--- config.mk ---
export PLATFORM = sky130hd
export DESIGN_NAME = lvsm_table
export DESIGN_NICKNAME = d
export VERILOG_FILES = /design/src/rtl/lvsm_pkg.sv /design/src/rtl/lvsm_table.sv
export SDC_FILE = /design/constraint.sdc
export NUM_CORES = 2
export LEC_CHECK = 0
export BUFFER_PORTS_ARGS = -buffer_cell sky130_fd_sc_hd__buf_4
export CORE_UTILIZATION = 50
export DETAILED_ROUTE_END_ITERATION = 7
export HOLD_SLACK_MARGIN = 0.03
export PLACE_DENSITY = 0.71
export SETUP_SLACK_MARGIN = 0.5
export SLEW_MARGIN = 20
export SYNTH_ARGS = -nofsm -noshare
export SYNTH_HDL_FRONTEND = slang
export SYNTH_SLANG_ARGS = --single-unit
--- constraint.sdc ---
create_clock -name clk -period 4.3 [get_ports clk]
set_clock_uncertainty 0.15 [all_clocks]
set_input_delay 0.43 -clock clk [delete_from_list [all_inputs] [get_ports clk]]
set_output_delay 0.43 -clock clk [all_outputs]
set_load 0.05 [all_outputs]
--- src/rtl/lvsm_pkg.sv ---
// Shared constants, codes and types of the latest-value slot manager.
`timescale 1ns / 1ps

package lvsm_pkg;

    localparam int MAX_SLOTS  = 16;
    localparam int SLOT_W     = $clog2(MAX_SLOTS);
    localparam int CNT_W      = $clog2(MAX_SLOTS + 1);
    localparam int SIU_W      = 5;
    localparam int CMP_W      = (CNT_W > SIU_W) ? CNT_W : SIU_W;
    localparam int IDX_W      = 4;
    localparam int MODE_W     = 3;
    localparam int STATUS_W   = 3;
    localparam int CFG_IDX_W  = 1;
    localparam int CFG_DATA_W = 32;

    localparam logic [SIU_W-1:0]      SIU_RESET    = 5'd16;
    localparam logic [CFG_DATA_W-1:0] EXPIRY_RESET = 32'd2000000;

    localparam logic [CFG_IDX_W-1:0] CFG_SLOTS_IN_USE = 1'd0;
    localparam logic [CFG_IDX_W-1:0] CFG_EXPIRY_TIME  = 1'd1;

    localparam logic [MODE_W-1:0] MODE_ALLOCATE  = 3'd0;
    localparam logic [MODE_W-1:0] MODE_COMMIT    = 3'd1;
    localparam logic [MODE_W-1:0] MODE_RELEASE   = 3'd2;
    localparam logic [MODE_W-1:0] MODE_NEWEST    = 3'd3;
    localparam logic [MODE_W-1:0] MODE_OLDEST    = 3'd4;
    localparam logic [MODE_W-1:0] MODE_UPDATED   = 3'd5;
    localparam logic [MODE_W-1:0] MODE_READ_SLOT = 3'd6;

    localparam logic [STATUS_W-1:0] ST_OK      = 3'd0;
    localparam logic [STATUS_W-1:0] ST_BUSY    = 3'd1;
    localparam logic [STATUS_W-1:0] ST_RANGE   = 3'd2;
    localparam logic [STATUS_W-1:0] ST_NODATA  = 3'd3;
    localparam logic [STATUS_W-1:0] ST_EXPIRED = 3'd4;

    typedef struct packed {
        logic        owned;
        logic [63:0] seq;
        logic [31:0] size;
        logic [63:0] mono_time;
        logic [63:0] real_time;
    } entry_t;

    typedef struct packed {
        logic              rd_en;
        logic [SLOT_W-1:0] rd_addr;
        logic              wr_en;
        logic [SLOT_W-1:0] wr_addr;
        entry_t            wr_data;
    } tbl_req_t;

    typedef struct packed {
        logic [STATUS_W-1:0] status;
        logic [IDX_W-1:0]    found_slot;
        logic [63:0]         seq;
        logic [31:0]         size;
        logic [63:0]         mono_time;
        logic [63:0]         real_time;
        logic                has_update;
    } result_t;

endpackage

--- src/rtl/lvsm_table.sv ---
// Slot table memory with registered read and per-slot valid bits.
`timescale 1ns / 1ps

module lvsm_table
    import lvsm_pkg::*;
(
    input  logic     clk,
    input  logic     rst_n,
    input  tbl_req_t req,
    output entry_t   rd_data
);

    entry_t                 mem [MAX_SLOTS];
    entry_t                 rd_data_reg;
    logic [MAX_SLOTS-1:0]   valid_reg;
    logic [MAX_SLOTS-1:0]   valid_next;
    logic                   rd_valid_reg;
    logic                   rd_valid_next;

    always_comb
    begin
        valid_next = valid_reg;
        if (req.wr_en)
        begin
            valid_next[req.wr_addr] = 1'b1;
        end
        rd_valid_next = req.rd_en ? valid_reg[req.rd_addr] : rd_valid_reg;
    end

    always_ff @(posedge clk or negedge rst_n)
    begin
        if (!rst_n)
        begin
            valid_reg    <= '0;
            rd_valid_reg <= 1'b0;
        end
        else
        begin
            valid_reg    <= valid_next;
            rd_valid_reg <= rd_valid_next;
        end
    end

    always_ff @(posedge clk)
    begin
        if (req.wr_en)
        begin
            mem[req.wr_addr] <= req.wr_data;
        end
        if (req.rd_en)
        begin
            rd_data_reg <= mem[req.rd_addr];
        end
    end

    // never-written slots read as zero
    assign rd_data = rd_valid_reg ? rd_data_reg : '0;

endmodule

# == Word-level counts from Yosys, hierarchy flattened ==
# Memory sizes are Yosys's and may differ from the RTL's. A register that Yosys moved wholly into a read port is not among the register bits.
# Cells that the tools add are included.
# op_classes
addsub,0
n_lt_le_gt_ge,3
n_reduce_logical,1
n_eq_ne,0
mux,7
shifts,0
n_bitwise,1
mul,0
div,0
# op_table
operator,count
two-way mux 225 bit,1
bitwise OR 16 bit,1
"less-than comparator 4 x 5 -> 1 bit, second input constant",2
binary-select mux 1 bit (select 4 bit),1
demux 1 bit (select 4 bit),1
"greater-or-equal comparator 4 x 1 -> 1 bit, second input constant",1
two-way mux 1 bit,4
logical AND 1 bit,1
# totals
mem_bits_ro,0
latch_bits,0
word_cells,15
ramBits,3600
mem_count,1
out_inout_bits,225
reg_bits,17
# mem_list
name,depth,width,read_ports,rd_ports_with_merged_regs,write_ports,line_no,source
mem,16,225,1,1,1,lvsm_table.sv:13,entry_t mem [MAX_SLOTS];

# == Longest topological paths before layout ==
# depth
ltp_word,5
ltp_mapped,8
mapped_depth_nobuf,4

# == Least setup slack after synthesis ==
# OpenSTA, ideal clock, no wires.
# synth_timing
path_type,input port to flip-flop
start,input req[227] in the netlist's numbering
end,register valid_reg[0]
arrival_time_ns,17.436
cell_stages,3
required_ns,3.986
setup_slack_ns,-13.450
path_buffers,0
cell_sequence,or3b_2 nor3_1 or2_2
# synth_via
elab_chain_cells,5
# synth_lines
item,line_no,source
from (decl),lvsm_table.sv:9,"input tbl_req_t req,"
less-than comparator 4 x 5 -> 1 bit (not written as such) or greater-or-equal comparator 4 x 1 -> 1 bit (tied branches),lvsm_table.sv:25,valid_next[req.wr_addr] = 1'b1;
logical AND 1 bit (not written as such),lvsm_table.sv:25,
two-way mux 1 bit (not written as such),lvsm_table.sv:25,
demux 1 bit (select 4 bit) (*),lvsm_table.sv:25,
bitwise OR 16 bit (no line) (*),n/a,
to (signal assigned),lvsm_table.sv:39,valid_reg <= valid_next;
to (decl),lvsm_table.sv:15,logic [MAX_SLOTS-1:0] valid_reg;
# Mark *: on every way between the ends. The rest lies on a longest branch, timed or not.
# A chain may end at the register's enable or synchronous reset.

==> results.md <==
| Parameter | Value | Unit |
|:---|:---|:---|
| Result of the run | finished, final reports clean | - |
| Area share of the leading cell type in the synthesized netlist | 0.795 | - |
| Number of buffers created by CTS | 375 | - |
| Number of buffers inserted by hold repair at cts | 234 | - |
| Pwr per Cell Area | 485 | mW/mm^2 |
| Number of buffers on the longest clock path | 4 | - |
| Die boundary height | 539 | um |
| Number of global-route vias before repair | 69,400 | - |
| Core footprint | 0.286 | sq mm |
| Number of synthesis warnings | 0 | - |
| Vias/cell | 6.10 | - |
| Ys async rst share | 0.00442 | - |
| Number of synthesized flops with an enable pin | 3,825 | - |
| List of most frequent post-synthesis cells | sky130_fd_sc_hd__edfxtp_1 (3,825), sky130_fd_sc_hd__mux4_2 (1,026), sky130_fd_sc_hd__and2_1 (225), sky130_fd_sc_hd__clkbuf_1 (168), sky130_fd_sc_hd__mux2i_1 (106) | - |
| Path type of the worst min-delay path | input port to flop | - |
| Arrival time worst endpoint | 2.65 | ns |
| CP max FO | 99 | - |
| Top Ports | 462 | - |
| Final Hold Viols | 0 | - |
| Number of design rule violations left after detail routing | 0 | - |
| Post-synthesis instance total | 5,860 | - |
| Final sum of negative setup slack | 0 | ns |
| Endpoints failing setup | 0 | - |
| Number of instances resized during post-cts repair | 0 | - |
| Fraction of layout instances using a drive strength above 1 | 0.320 | - |
| Worst stage delay on the critical path | 0.48 | ns |
| Slowest stage cell, crit path | sky130_fd_sc_hd__dfrtp_4 | - |
| Relative slew slack | 0.351 | - |
| Post-route standard cell area excluding fillers | 0.169 | sq mm |
| Static Leak | 54.0 | nW |
| Avg WL per Cell | 30.3 | um |
| Peak ir drop on the vdd network | 0.000418 | V |
| Filler cell count in the final layout | 19,400 | - |
| Kind of capture point of the worst setup path | primary output | - |
| Top cells by area in the synthesized netlist | sky130_fd_sc_hd__edfxtp_1 (80%), sky130_fd_sc_hd__mux4_2 (16%), sky130_fd_sc_hd__and2_1 (0.97%), sky130_fd_sc_hd__mux2i_1 (0.73%), sky130_fd_sc_hd__a211oi_1 (0.54%) | - |
| Total of flip-flops plus latches after synthesis | 3,842 | - |
| Row cnt | 196 | - |
| Netlist Area Pre-Place | 0.144 | sq mm |
| Relative area change from synthesis to final layout | 17.2 | % |
| Footprint of the multi-input gates | 0.0279 | sq mm |
| Largest net degree at the start of global routing | 100 | - |
| Global-route usage over all layers | 0.228 | - |
| Total Nets Final | 7,095 | - |
| Average footprint of a synthesized cell | 24.6 | sq um |
| Placed Instance Area | 0.155 | sq mm |
| Final Critical Period | 3.23 | ns |
| Post-synth top area cell | sky130_fd_sc_hd__edfxtp_1 | - |
| Storage element area | 0.115 | sq mm |
| Antenna-violating nets left | 0 | - |
| Clock slew at reported path FFs | 0.06 | ns |
| Number of maximum-capacitance constraint violations | 0 | - |
| Root Buffer Master | sky130_fd_sc_hd__clkbuf_16 | - |
| Synthesized net count | 6,097 | - |
| Most frequent cell after synthesis | sky130_fd_sc_hd__edfxtp_1 | - |
| Count of clock tree sinks | 3,842 | - |
| Post-detail-place hpwl | 176 | mm |
| Overall routed net length | 333 | mm |
| Required time reported for the critical path endpoint | 3.72 | ns |
| Die extent in x | 539 | um |
| Wire length of the first global-routing pass | 482 | mm |
| Setup repair after global routing missed its margin | no | - |
| TritonCTS clock tree | done | - |
| Initial standard-cell utilization of the core | 0.505 | - |
| Measured slew at the worst slew-check pin | 0.973 | ns |
| Number of search-and-repair iterations in the first detailed-routing pass | 5 | - |
| Register area share after synthesis | 0.798 | - |
| Primary FF master, synth | sky130_fd_sc_hd__edfxtp_1 | - |
| Cell variety after synth | 22 | - |
| Start-to-end type of the worst setup path | flop to primary output | - |
| Initial antenna violation count | 66 | - |
| Clock Latency Late Sink | 0.93 | ns |
| Number of buffers inserted to repair setup after CTS | 0 | - |
| Worst-path cell chain | buf_12 -> and2_1 -> buf_4 | - |
| Residual overflow from global routing | 0 | - |
| RePlAce Congestion | 0.744 | - |
| Category of the worst setup path launch point | flop | - |
| Area enclosed by the die boundary | 0.291 | sq mm |
| Count of vias placed by the detailed router | 67,000 | - |
| Flip-flop count of the largest register, all copies and words added | 3,600 | - |
| Final Cycle Share | 0.751 | - |
| Number of pins exceeding their max-slew limit in the final report | 0 | - |
| Port-buffer cells | 461 | - |
| Level count of the clock H-tree | 5 | - |
| Initial DRC count | 7,545 | - |
| Maximum clock frequency | 310 | MHz |
==> power by group <==
| group | internal (W) | switching, W |
|---|---|---|
| combinational | 0.00257 | 0.00443 |
| clock | 0.0186 | 0.0141 |
| sequential | 0.0422 | 0.000287 |
| total | 0.0634 | 0.0188 |
==> final cells by class <==
type                            count  share of cell area
Timing Repair Buffer              933              0.0533
Tap cell                         3762              0.0278
Sequential cell                  3842               0.681
Multi-Input combinational cell   1706               0.165
Clock buffer                      452              0.0578
Antenna cell                       49            0.000724
Clock inverter                    232              0.0148
==> path summary, 6_finish.rpt <==
check / to / from / slack (ns) / depth (start not counted)
min in group asynchronous: valid_reg[12] / rst_n / 0.62 / 3
worst min-delay path: mem[14][188] / req[229] / 0.08 / 4
worst min register to register: valid_reg[6] / valid_reg[6] / 0.32 / 1
worst max-delay path: rd_data[139] / rd_valid_reg / 1.07 / 3
max in group asynchronous: rd_valid_reg / rst_n / 2.81 / 3
worst max register to register: rd_data_reg[162] / mem[5][162] / 2.36 / 4
==> critical path, delay by kind of cell, from the launching register on <==
kind	cells	cell delay [ns]
simple gates	1	0.42
buf+inv	2	0.62
flops	1	0.48
==> metrics by stage <==
step                utilization  setup WS (ns)  power (W)  hold WS, ns  std cells
floorplan                     -          -2.61     0.0474      -0.0156       5860
global placement          0.540           1.28     0.0500        0.149      10000
detailed placement        0.540           1.28     0.0501        0.157      10000
CTS                       0.591           1.03     0.0827       0.0350      10900
global route              0.591           1.04     0.0844       0.0805      10900
finish                    0.592           1.07     0.0821       0.0849      11000
==> kinds of logic (layout without fill, tap and decap cells) <==
kind of cell	after synthesis	count (layout)	share of synthesized area
AO/OA/AOI/OAI	206	206	0.00892
buffers and inverters	312	1617	0.00986
flip-flops	3842	3842	0.798
multiplexers	1133	1133	0.167
other	0	49	0
AND/OR/NAND/NOR	367	367	0.0157
==> cells in the final DEF (no fill, tap or decap), drive strengths merged, types with 4 or more instances in the layout <==
master       instances
edfxtp            3825
mux4              1026
buf                699
clkbuf             452
dlygate4sd3        234
and2               225
clkinv             174
mux2i              106
nor2b              103
a211oi             103
a21oi              103
diode               49
bufinv              37
dfrtp               17
or2                 16
nor2                12
clkinvlp            11
inv                 10
nor3                 4
==> layer usage <==
layer,global-route usage,part of all wire
met1,0.319,0.39
met2,0.371,0.49
met3,0.0415,0.088
met4,0.0666,0.027
met5,0,0.00096
Power figures use the tool's default switching activity.
