===== src/rtl/lvsm_pkg.sv =====
// Shared constants, codes and types of the latest-value slot manager.
`timescale 1ns / 1ps

package lvsm_pkg;

    localparam int MAX_SLOTS  = 16;
    localparam int SLOT_W     = $clog2(MAX_SLOTS);
    localparam int CNT_W      = $clog2(MAX_SLOTS + 1);
    localparam int SIU_W      = 5;
    localparam int CMP_W      = (CNT_W > SIU_W) ? CNT_W : SIU_W;
    localparam int IDX_W      = 4;
    localparam int MODE_W     = 3;
    localparam int STATUS_W   = 3;
    localparam int CFG_IDX_W  = 1;
    localparam int CFG_DATA_W = 32;

    localparam logic [SIU_W-1:0]      SIU_RESET    = 5'd16;
    localparam logic [CFG_DATA_W-1:0] EXPIRY_RESET = 32'd2000000;

    localparam logic [CFG_IDX_W-1:0] CFG_SLOTS_IN_USE = 1'd0;
    localparam logic [CFG_IDX_W-1:0] CFG_EXPIRY_TIME  = 1'd1;

    localparam logic [MODE_W-1:0] MODE_ALLOCATE  = 3'd0;
    localparam logic [MODE_W-1:0] MODE_COMMIT    = 3'd1;
    localparam logic [MODE_W-1:0] MODE_RELEASE   = 3'd2;
    localparam logic [MODE_W-1:0] MODE_NEWEST    = 3'd3;
    localparam logic [MODE_W-1:0] MODE_OLDEST    = 3'd4;
    localparam logic [MODE_W-1:0] MODE_UPDATED   = 3'd5;
    localparam logic [MODE_W-1:0] MODE_READ_SLOT = 3'd6;

    localparam logic [STATUS_W-1:0] ST_OK      = 3'd0;
    localparam logic [STATUS_W-1:0] ST_BUSY    = 3'd1;
    localparam logic [STATUS_W-1:0] ST_RANGE   = 3'd2;
    localparam logic [STATUS_W-1:0] ST_NODATA  = 3'd3;
    localparam logic [STATUS_W-1:0] ST_EXPIRED = 3'd4;

    typedef struct packed {
        logic        owned;
        logic [63:0] seq;
        logic [31:0] size;
        logic [63:0] mono_time;
        logic [63:0] real_time;
    } entry_t;

    typedef struct packed {
        logic              rd_en;
        logic [SLOT_W-1:0] rd_addr;
        logic              wr_en;
        logic [SLOT_W-1:0] wr_addr;
        entry_t            wr_data;
    } tbl_req_t;

    typedef struct packed {
        logic [STATUS_W-1:0] status;
        logic [IDX_W-1:0]    found_slot;
        logic [63:0]         seq;
        logic [31:0]         size;
        logic [63:0]         mono_time;
        logic [63:0]         real_time;
        logic                has_update;
    } result_t;

endpackage


===== src/rtl/lvsm_ctrl.sv =====
// Request sequencer: single-slot read-modify-write and table scans.
`timescale 1ns / 1ps

module lvsm_ctrl
    import lvsm_pkg::*;
(
    input  logic                  clk,
    input  logic                  rst_n,
    input  logic                  in_valid,
    output logic                  in_stall,
    input  logic [MODE_W-1:0]     mode,
    input  logic [IDX_W-1:0]      slot_index,
    input  logic [31:0]           payload_size,
    input  logic [63:0]           capture_time,
    input  logic [63:0]           now_monotonic,
    input  logic [63:0]           now_realtime,
    input  logic [SIU_W-1:0]      slots_in_use,
    input  logic [CFG_DATA_W-1:0] expiry_time,
    output tbl_req_t              tbl_req,
    input  entry_t                tbl_rd_data,
    output logic                  res_valid,
    input  logic                  res_take,
    output result_t               res
);

    localparam logic [2:0] S_IDLE   = 3'd0;
    localparam logic [2:0] S_READ   = 3'd1;
    localparam logic [2:0] S_MODIFY = 3'd2;
    localparam logic [2:0] S_SCAN   = 3'd3;
    localparam logic [2:0] S_DRAIN  = 3'd4;
    localparam logic [2:0] S_FINISH = 3'd5;
    localparam logic [2:0] S_DONE   = 3'd6;

    logic [2:0]        state_reg, state_next;
    logic [MODE_W-1:0] mode_reg, mode_next;
    logic [IDX_W-1:0]  idx_reg, idx_next;
    logic [31:0]       size_reg, size_next;
    logic [63:0]       cap_reg, cap_next;
    logic [63:0]       nowm_reg, nowm_next;
    logic [63:0]       nowr_reg, nowr_next;
    logic [63:0]       gseq_reg, gseq_next;
    logic [63:0]       lr_seq_reg, lr_seq_next;
    logic [SLOT_W-1:0] scan_cnt_reg, scan_cnt_next;
    logic              cmp_vld_reg, cmp_vld_next;
    logic [SLOT_W-1:0] cmp_idx_reg, cmp_idx_next;
    logic [63:0]       best_seq_reg, best_seq_next;
    logic [SLOT_W-1:0] best_idx_reg, best_idx_next;
    entry_t            best_ent_reg, best_ent_next;
    logic              found_reg, found_next;
    logic              hit_reg, hit_next;
    result_t           res_reg, res_next;

    logic [CMP_W-1:0]  siu_ext;
    logic [CMP_W-1:0]  n_ext;
    logic [CNT_W-1:0]  n_act;
    logic              in_range_new;
    logic              in_acc;
    logic              take_best;
    entry_t            new_ent;
    logic [63:0]       age;

    assign siu_ext      = CMP_W'(slots_in_use);
    assign n_ext        = (siu_ext > CMP_W'(MAX_SLOTS)) ? CMP_W'(MAX_SLOTS) : siu_ext;
    assign n_act        = CNT_W'(n_ext);
    assign in_range_new = CMP_W'(slot_index) < n_ext;
    assign in_acc       = in_valid && (state_reg == S_IDLE);
    assign in_stall     = (state_reg != S_IDLE);
    assign res_valid    = (state_reg == S_DONE);
    assign res          = res_reg;
    assign age          = nowm_reg - best_ent_reg.mono_time;

    always_comb
    begin
        case (mode_reg)
            MODE_NEWEST: take_best = tbl_rd_data.seq > best_seq_reg;
            MODE_OLDEST: take_best = (tbl_rd_data.seq < best_seq_reg) || (cmp_idx_reg == '0);
            default:     take_best = 1'b0;
        endcase
    end

    always_comb
    begin
        state_next    = state_reg;
        mode_next     = mode_reg;
        idx_next      = idx_reg;
        size_next     = size_reg;
        cap_next      = cap_reg;
        nowm_next     = nowm_reg;
        nowr_next     = nowr_reg;
        gseq_next     = gseq_reg;
        lr_seq_next   = lr_seq_reg;
        scan_cnt_next = scan_cnt_reg;
        cmp_vld_next  = 1'b0;
        cmp_idx_next  = cmp_idx_reg;
        best_seq_next = best_seq_reg;
        best_idx_next = best_idx_reg;
        best_ent_next = best_ent_reg;
        found_next    = found_reg;
        hit_next      = hit_reg;
        res_next      = res_reg;
        tbl_req       = '0;
        new_ent       = tbl_rd_data;

        // scan compare stage, fed by the read issued in the cycle before
        if (cmp_vld_reg)
        begin
            if (take_best)
            begin
                best_seq_next = tbl_rd_data.seq;
                best_idx_next = cmp_idx_reg;
                best_ent_next = tbl_rd_data;
                found_next    = 1'b1;
            end
            if ((mode_reg == MODE_UPDATED) && (tbl_rd_data.seq > lr_seq_reg))
            begin
                hit_next = 1'b1;
            end
        end

        case (state_reg)
            S_IDLE:
            begin
                if (in_acc)
                begin
                    mode_next     = mode;
                    idx_next      = slot_index;
                    size_next     = payload_size;
                    cap_next      = capture_time;
                    nowm_next     = now_monotonic;
                    nowr_next     = now_realtime;
                    scan_cnt_next = '0;
                    best_seq_next = (mode == MODE_OLDEST) ? '1 : '0;
                    best_idx_next = '0;
                    best_ent_next = '0;
                    found_next    = 1'b0;
                    hit_next      = 1'b0;
                    res_next            = '0;
                    res_next.found_slot = slot_index;
                    case (mode)
                        MODE_ALLOCATE, MODE_COMMIT, MODE_RELEASE, MODE_READ_SLOT:
                        begin
                            if (in_range_new)
                            begin
                                state_next = S_READ;
                            end
                            else
                            begin
                                res_next.status = ST_RANGE;
                                state_next      = S_DONE;
                            end
                        end
                        MODE_NEWEST, MODE_OLDEST, MODE_UPDATED:
                        begin
                            if (n_act == '0)
                            begin
                                if (mode == MODE_NEWEST)
                                begin
                                    res_next.status     = ST_NODATA;
                                    res_next.found_slot = '0;
                                end
                                else if (mode == MODE_OLDEST)
                                begin
                                    res_next.status     = ST_RANGE;
                                    res_next.found_slot = '0;
                                end
                                state_next = S_DONE;
                            end
                            else
                            begin
                                state_next = S_SCAN;
                            end
                        end
                        default:
                        begin
                            state_next = S_DONE;
                        end
                    endcase
                end
            end

            S_READ:
            begin
                tbl_req.rd_en   = 1'b1;
                tbl_req.rd_addr = SLOT_W'(idx_reg);
                state_next      = S_MODIFY;
            end

            S_MODIFY:
            begin
                tbl_req.wr_addr = SLOT_W'(idx_reg);
                case (mode_reg)
                    MODE_ALLOCATE:
                    begin
                        if (tbl_rd_data.owned)
                        begin
                            res_next.status = ST_BUSY;
                        end
                        else
                        begin
                            new_ent       = '0;
                            new_ent.owned = 1'b1;
                            tbl_req.wr_en = 1'b1;
                        end
                    end
                    MODE_COMMIT:
                    begin
                        gseq_next         = gseq_reg + 64'd1;
                        new_ent.owned     = 1'b0;
                        new_ent.seq       = gseq_next;
                        new_ent.size      = size_reg;
                        new_ent.mono_time = (cap_reg != '0) ? cap_reg : nowm_reg;
                        new_ent.real_time = nowr_reg;
                        tbl_req.wr_en     = 1'b1;
                    end
                    MODE_RELEASE:
                    begin
                        new_ent.owned = 1'b0;
                        tbl_req.wr_en = 1'b1;
                    end
                    default:
                    begin
                        new_ent = tbl_rd_data;
                    end
                endcase
                tbl_req.wr_data    = new_ent;
                res_next.seq       = new_ent.seq;
                res_next.size      = new_ent.size;
                res_next.mono_time = new_ent.mono_time;
                res_next.real_time = new_ent.real_time;
                state_next         = S_DONE;
            end

            S_SCAN:
            begin
                tbl_req.rd_en   = 1'b1;
                tbl_req.rd_addr = scan_cnt_reg;
                cmp_vld_next    = 1'b1;
                cmp_idx_next    = scan_cnt_reg;
                if ((CNT_W'(scan_cnt_reg) + CNT_W'(1)) == n_act)
                begin
                    state_next = S_DRAIN;
                end
                else
                begin
                    scan_cnt_next = scan_cnt_reg + SLOT_W'(1);
                end
            end

            S_DRAIN:
            begin
                state_next = S_FINISH;
            end

            S_FINISH:
            begin
                case (mode_reg)
                    MODE_NEWEST:
                    begin
                        if (!found_reg)
                        begin
                            res_next.status     = ST_NODATA;
                            res_next.found_slot = '0;
                        end
                        else
                        begin
                            if (best_seq_reg > lr_seq_reg)
                            begin
                                lr_seq_next = best_seq_reg;
                            end
                            res_next.found_slot = IDX_W'(best_idx_reg);
                            res_next.seq        = best_ent_reg.seq;
                            res_next.size       = best_ent_reg.size;
                            res_next.mono_time  = best_ent_reg.mono_time;
                            res_next.real_time  = best_ent_reg.real_time;
                            if ((expiry_time != '0) && (age >= 64'(expiry_time)))
                            begin
                                res_next.status = ST_EXPIRED;
                            end
                        end
                    end
                    MODE_OLDEST:
                    begin
                        res_next.found_slot = IDX_W'(best_idx_reg);
                        res_next.seq        = best_ent_reg.seq;
                        res_next.size       = best_ent_reg.size;
                        res_next.mono_time  = best_ent_reg.mono_time;
                        res_next.real_time  = best_ent_reg.real_time;
                    end
                    default:
                    begin
                        res_next.has_update = hit_reg;
                    end
                endcase
                state_next = S_DONE;
            end

            S_DONE:
            begin
                if (res_take)
                begin
                    state_next = S_IDLE;
                end
            end

            default:
            begin
                state_next = S_IDLE;
            end
        endcase
    end

    always_ff @(posedge clk or negedge rst_n)
    begin
        if (!rst_n)
        begin
            state_reg   <= S_IDLE;
            gseq_reg    <= '0;
            lr_seq_reg  <= '0;
            cmp_vld_reg <= 1'b0;
        end
        else
        begin
            state_reg   <= state_next;
            gseq_reg    <= gseq_next;
            lr_seq_reg  <= lr_seq_next;
            cmp_vld_reg <= cmp_vld_next;
        end
    end

    always_ff @(posedge clk)
    begin
        mode_reg     <= mode_next;
        idx_reg      <= idx_next;
        size_reg     <= size_next;
        cap_reg      <= cap_next;
        nowm_reg     <= nowm_next;
        nowr_reg     <= nowr_next;
        scan_cnt_reg <= scan_cnt_next;
        cmp_idx_reg  <= cmp_idx_next;
        best_seq_reg <= best_seq_next;
        best_idx_reg <= best_idx_next;
        best_ent_reg <= best_ent_next;
        found_reg    <= found_next;
        hit_reg      <= hit_next;
        res_reg      <= res_next;
    end

endmodule


===== config.mk =====
export PLATFORM = sky130hd
export DESIGN_NAME = lvsm_ctrl
export DESIGN_NICKNAME = d
export VERILOG_FILES = /design/src/rtl/lvsm_pkg.sv /design/src/rtl/lvsm_ctrl.sv
export SDC_FILE = /design/constraint.sdc
export NUM_CORES = 2
export LEC_CHECK = 0
export BUFFER_PORTS_ARGS = -buffer_cell sky130_fd_sc_hd__buf_4
export CORE_AREA = 2 2 377 379
export CTS_CLUSTER_SIZE = 12
export DETAILED_ROUTE_END_ITERATION = 12
export DIE_AREA = 0 0 379 381
export SYNTH_ARGS = -nofsm -noshare
export SYNTH_HDL_FRONTEND = slang
export SYNTH_SLANG_ARGS = --single-unit

===== constraint.sdc =====
create_clock -name clk -period 12.7 [get_ports clk]
set_input_delay 1.905 -clock clk [delete_from_list [all_inputs] [get_ports clk]]
set_output_delay 1.905 -clock clk [all_outputs]
set_load 0.05 [all_outputs]

# After elaboration in Yosys (flattened, before gate mapping)
# Cells that the tools add are included.
# word_totals
register_bits	898
inputBits	497
output_inout_bits	469
wordCells	158
# classes
n_addsub	4
n_lt_le_gt_ge	7
n_eq_ne	29
n_mux	61
n_reduce_logical	29
# op_table
op	n
$mux 225	4
$pmux 224 s3	1
$pmux 228 s2	1
$mux 224	2
$pmux 224 s2	1
$mux 64	6
$mux 232	1
$mux 230	1
$gt 64x64->1	3
$add 64x1->64 const B	1
$ge 64x32->1	1
$lt 64x64->1	1
$reduce_bool 64->1	1
$sub 64x64->64	1
$reduce_bool 32->1	1
$mux 4	7
$mux 3	9
$eq 3x3->1 const B	8
$eq 3x2->1 const B	6
$mux 6	3
$pmux 3 s6	1
$pmux 4 s2	2
$pmux 3 s2	2
$reduce_and 3->1	4
30 further kinds	62

# Longest topological paths before layout
# logic_depth
depth_word	7
depth_mapped	23
depth_no_buf	23

# Worst setup path after synthesis
# Ideal clock, no wire load.
# synth_timing
path_kind	input -> register
start	in in_valid
end	reg res_reg (netlist bit res[100]) (enable)
setup_time_ns	0.942
arrival_time_ns	13.608
t_required_ns	11.758
setup_slack_ns	-1.850
path_stages	4
path_buffers	2
path_cell_list	nand2_1 clkbuf_1 clkbuf_1 a31oi_1
# synth_between
elab_chain_cells	3
# synth_rtl
element	line_no	rtl
from (decl)	lvsm_ctrl.sv:9	input logic in_valid,
$logic_and 1x1->1	lvsm_ctrl.sv:66	assign in_acc = in_valid && (state_reg == S_IDLE);
$ne 2x2->1 (no source line)	n/a	
$reduce_and 4->1 (no source line)	n/a	
to (signal assigned)	lvsm_ctrl.sv:345	res_reg <= res_next;
to (decl)	lvsm_ctrl.sv:51	result_t res_reg, res_next;
# No other way between the ends.
# A chain may end at the register's enable or synchronous reset.

# Worst setup path in the final report
# layout_timing
start	reg nowm_reg[6]
end	reg res_reg (netlist bit res[230]) (enable)
# layout_between
elab_chain_cells	5
# layout_rtl
element	line_no	rtl
from (decl)	lvsm_ctrl.sv:39	logic [63:0] nowm_reg, nowm_next;
from (signal assigned)	lvsm_ctrl.sv:336	nowm_reg <= nowm_next;
$sub 64x64->64	lvsm_ctrl.sv:70	assign age = nowm_reg - best_ent_reg.mono_time;
$ge 64x32->1	lvsm_ctrl.sv:275	if ((expiry_time != '0) && (age >= 64'(expiry_time)))
$logic_and 1x1->1	lvsm_ctrl.sv:275	
$ne 3x3->1 (no source line)	n/a	
$reduce_and 6->1 (no source line)	n/a	
# No other way between the ends.

==> impl_metrics.env <==
export IMPL_cp_arrival_ps=8520
export IMPL_rsz0062_at_grt="false"
export IMPL_slew_viol_final=26
export IMPL_path_cells="ha_1 -> a21oi_1 -> nand2_1 -> o21ai_0 -> a211oi_1 -> a211oi_1 -> nand2_1 -> xor2_1 -> ha_1 -> nand4_1 -> nor2_1 -> and3_1 -> a31oi_1 -> o2111ai_1 -> a2111o_1 -> or4_1 -> a2111oi_2 -> nand4_1 -> nor4_1 -> nor2_1"
export IMPL_finalPower_mw=15.4
export IMPL_die_width_um=379
export IMPL_port_buffers=965
export IMPL_cpPeakStageDelay_ps=1030
export IMPL_crit_cells=20
export IMPL_initial_core_util_pct=32.8
export IMPL_numCtsBuffers=102
export IMPL_ys_warn_count=0
export IMPL_drive_gt1_share_pct=22.5
export IMPL_n_fill_cell=13844
export IMPL_synth_edf_count=471
export IMPL_r2r_slack_ps=4510
export IMPL_hold_path_end="best_ent_reg[215]"
export IMPL_dr_pass1_iters=5
export IMPL_h_tree_depth=3
export IMPL_hold_start="best_ent_reg[215]"
export IMPL_ys_seq_area_share_pct=50.7
export IMPL_p_leak_nw=25.8
export IMPL_worstMarginPinSlew_ps=1530
export IMPL_grt_pass1_wl_um=273000
export IMPL_r2r_end="res[230]"
export IMPL_switchingPower_mw=7.13
export IMPL_largest_register_ffs=232
export IMPL_nets=6068
export IMPL_whs_ps=470
export IMPL_synth_nets=5194
export IMPL_setup_viol=0
export IMPL_wirelength_um=193000
export IMPL_maxCapViolations=0
export IMPL_vias=39256
export IMPL_critPathKind="flop to flop"
export IMPL_coreArea_um2=141000
export IMPL_fin_setup_tns_ps=0
export IMPL_syn_area_um2=46000
export IMPL_hold_violations=0
export IMPL_fin_crit_ps=8190
export IMPL_power_internal_mw=8.26
export IMPL_pre_cts_ws_ps=4880
export IMPL_clk_latency_ps=720
export IMPL_grt_max_degree=148
export IMPL_outcome="finished, violations left"
export IMPL_syn_inst=4404
export IMPL_synth_seq_cells=897
export IMPL_synth_area_per_cell_um2=10.5
export IMPL_gp_congestion=0.996
export IMPL_grt_pass1_vias=38314
export IMPL_ys_async_sr_fraction_pct=14.7
export IMPL_dr_first_iter_drc_count=3084
export IMPL_fmax_mhz=122
export IMPL_row_count=138
export IMPL_crit_family="compound AO/OA/AOI/OAI gates"
export IMPL_fp_dieH_um=381
export IMPL_dieArea_um2=144000
export IMPL_power_density_nw_per_um2=262
export IMPL_pwr_share_clk_pct=20.1
export IMPL_finalClockSkew_ps=39.1
export IMPL_drtAntennaViolNets=0
export IMPL_grt_ovfl_total=0
export IMPL_worst_setup_path_start_kind="flop"
export IMPL_track_usage_pct=25.8
export IMPL_cts_path_max_buffers=3
export IMPL_worstHoldPathCells=2
export IMPL_pin_count=966
export IMPL_min_path_type="flop to flop"
export IMPL_violations="slew limit"
export IMPL_ys_types=93
export IMPL_reg2reg_depth=20
export IMPL_p_comb_share_pct=48.8
export IMPL_swShare_pct=46.3
export IMPL_cts_repair_resize_count=0
export IMPL_ir_worst_vdd_mv=0.157
export IMPL_required_ps=13030
export IMPL_cp_slowest_cell="nor4_1"
export IMPL_cts_tree="done"
export IMPL_cts_root_buf="clkbuf_16"
export IMPL_synth_ff_type="edfxtp_1"
export IMPL_vias_per_cell=5.40
export IMPL_drc_errors=0
export IMPL_antenna_found_initial=29
export IMPL_worst_path_buf_inv=0
export IMPL_post_drt_wl_per_cell_um=26.6
export IMPL_syn_to_final_growth_pct=27.3
export IMPL_dpl_hpwl_um=149000
export IMPL_slew_headroom_pct=-1.93
export IMPL_clkSinkCount=897
export IMPL_r2r_start="nowm_reg[6]"
export IMPL_cts_setup_buffers=0
export IMPL_path_clk_slew_ps=60
export IMPL_cp_max_fo=6
export IMPL_p_seq_share_pct=31.1
export IMPL_ctsHoldBuffers=0
export IMPL_period_share_pct=64.5
export IMPL_critPathCaptureType="flop"
export IMPL_layout_setup_ws_ps=4510
[metrics by stage]
step	util [%]	instance area [um2]	instances
4_1_cts	41.7	58600	7258
5_1_grt	41.7	58600	7274
3_5_place_dp	39.2	55100	7064
2_1_floorplan	-	46000	4404
3_3_place_gp	39.2	55100	7064
6_report	41.7	58600	7276
[area by class of cell]
cell class                 count  area [um2]  area share, %
timing repair buffer         998        7530           12.9
multi-input combinational   3033       20900           35.7
clock inverter                48         612           1.04
inverter                     246         931           1.59
antenna                       18        45.0         0.0769
clock buffer                 146        2860           4.88
tap                         1890        2360           4.04
sequential                   897       23300           39.8
[worst min-delay path, delay by kind of cell, from the launching register on]
family / cells / cell delay [ps]
DFF: 1 / 310
AOI/OAI and AO/OA: 1 / 60
and+or+nand+nor: 1 / 60
[power by group through the flow]
stage               Sequential, mW  Clock [mW]  Combinational [mW]
finish                        4.79        3.09                7.51
global route                  4.88        3.25                7.97
CTS                           4.79        3.14                7.48
detailed placement            4.83           0                7.45
global placement              4.82           0                7.43
floorplan                     6.15           0                3.63
[per-layer routing]
metal	up-vias	share of wire, %	GRT usage [%]
li1	17785	-	-
met1	19615	41	32.6
met2	1568	47	41.7
met3	278	8.5	6.78
met4	10	3.9	10.2
met5	-	0.035	0
[kinds of logic after synthesis]
logic type      Yosys count  synth area share (%)
compound gates         1131                  16.4
mux                     240                  5.23
flops                   897                  50.7
buf+inv                 474                  4.03
simple gates           1200                  12.4
fa+ha+maj               293                  7.98
xor+xnor                169                  3.21
[synthesized netlist by cell type, types with 43 or more instances]
| cell type | n | area [um2] |
|---|---|---|
| a21o_1 | 318 | 2390 |
| a21oi_1 | 274 | 1370 |
| a22o_1 | 101 | 885 |
| clkbuf_1 | 177 | 664 |
| dfrtp_1 | 132 | 3300 |
| dfxtp_1 | 294 | 5890 |
| edfxtp_1 | 471 | 14100 |
| ha_1 | 292 | 3650 |
| inv_1 | 245 | 920 |
| mux2i_1 | 237 | 2370 |
| nand2_1 | 414 | 1550 |
| nand2b_1 | 85 | 532 |
| nand3_1 | 58 | 290 |
| nand4_1 | 100 | 626 |
| nor2_1 | 314 | 1180 |
| nor3_1 | 45 | 225 |
| nor4_1 | 43 | 269 |
| o21ai_0 | 210 | 1050 |
| o221ai_1 | 66 | 578 |
| xnor2_1 | 95 | 832 |
| xor2_1 | 74 | 648 |
[placed cells by master, fill, tap and decap left out, drive strengths merged, types with 222 or more instances in the layout]
cell      n
nand2   418
mux2i   237
a21o    318
edfxtp  471
buf     998
o21ai   222
ha      292
dfxtp   294
nor2    317
inv     250
a21oi   277
[worst max path at each step]
stage | startpoint | end | slack [ps]
3_5_place_dp | nowm_reg[6] | res[229] | 4880
5_1_grt | best_ent_reg[70] | res[230] | 4350
4_1_cts | nowm_reg[6] | res[230] | 4840
2_1_floorplan | in_valid | res[100] | 2900
6_report | nowm_reg[6] | res[230] | 4510
3_3_place_gp | nowm_reg[6] | res[229] | 4830
Note: power is estimated with default switching activity, not from simulation.
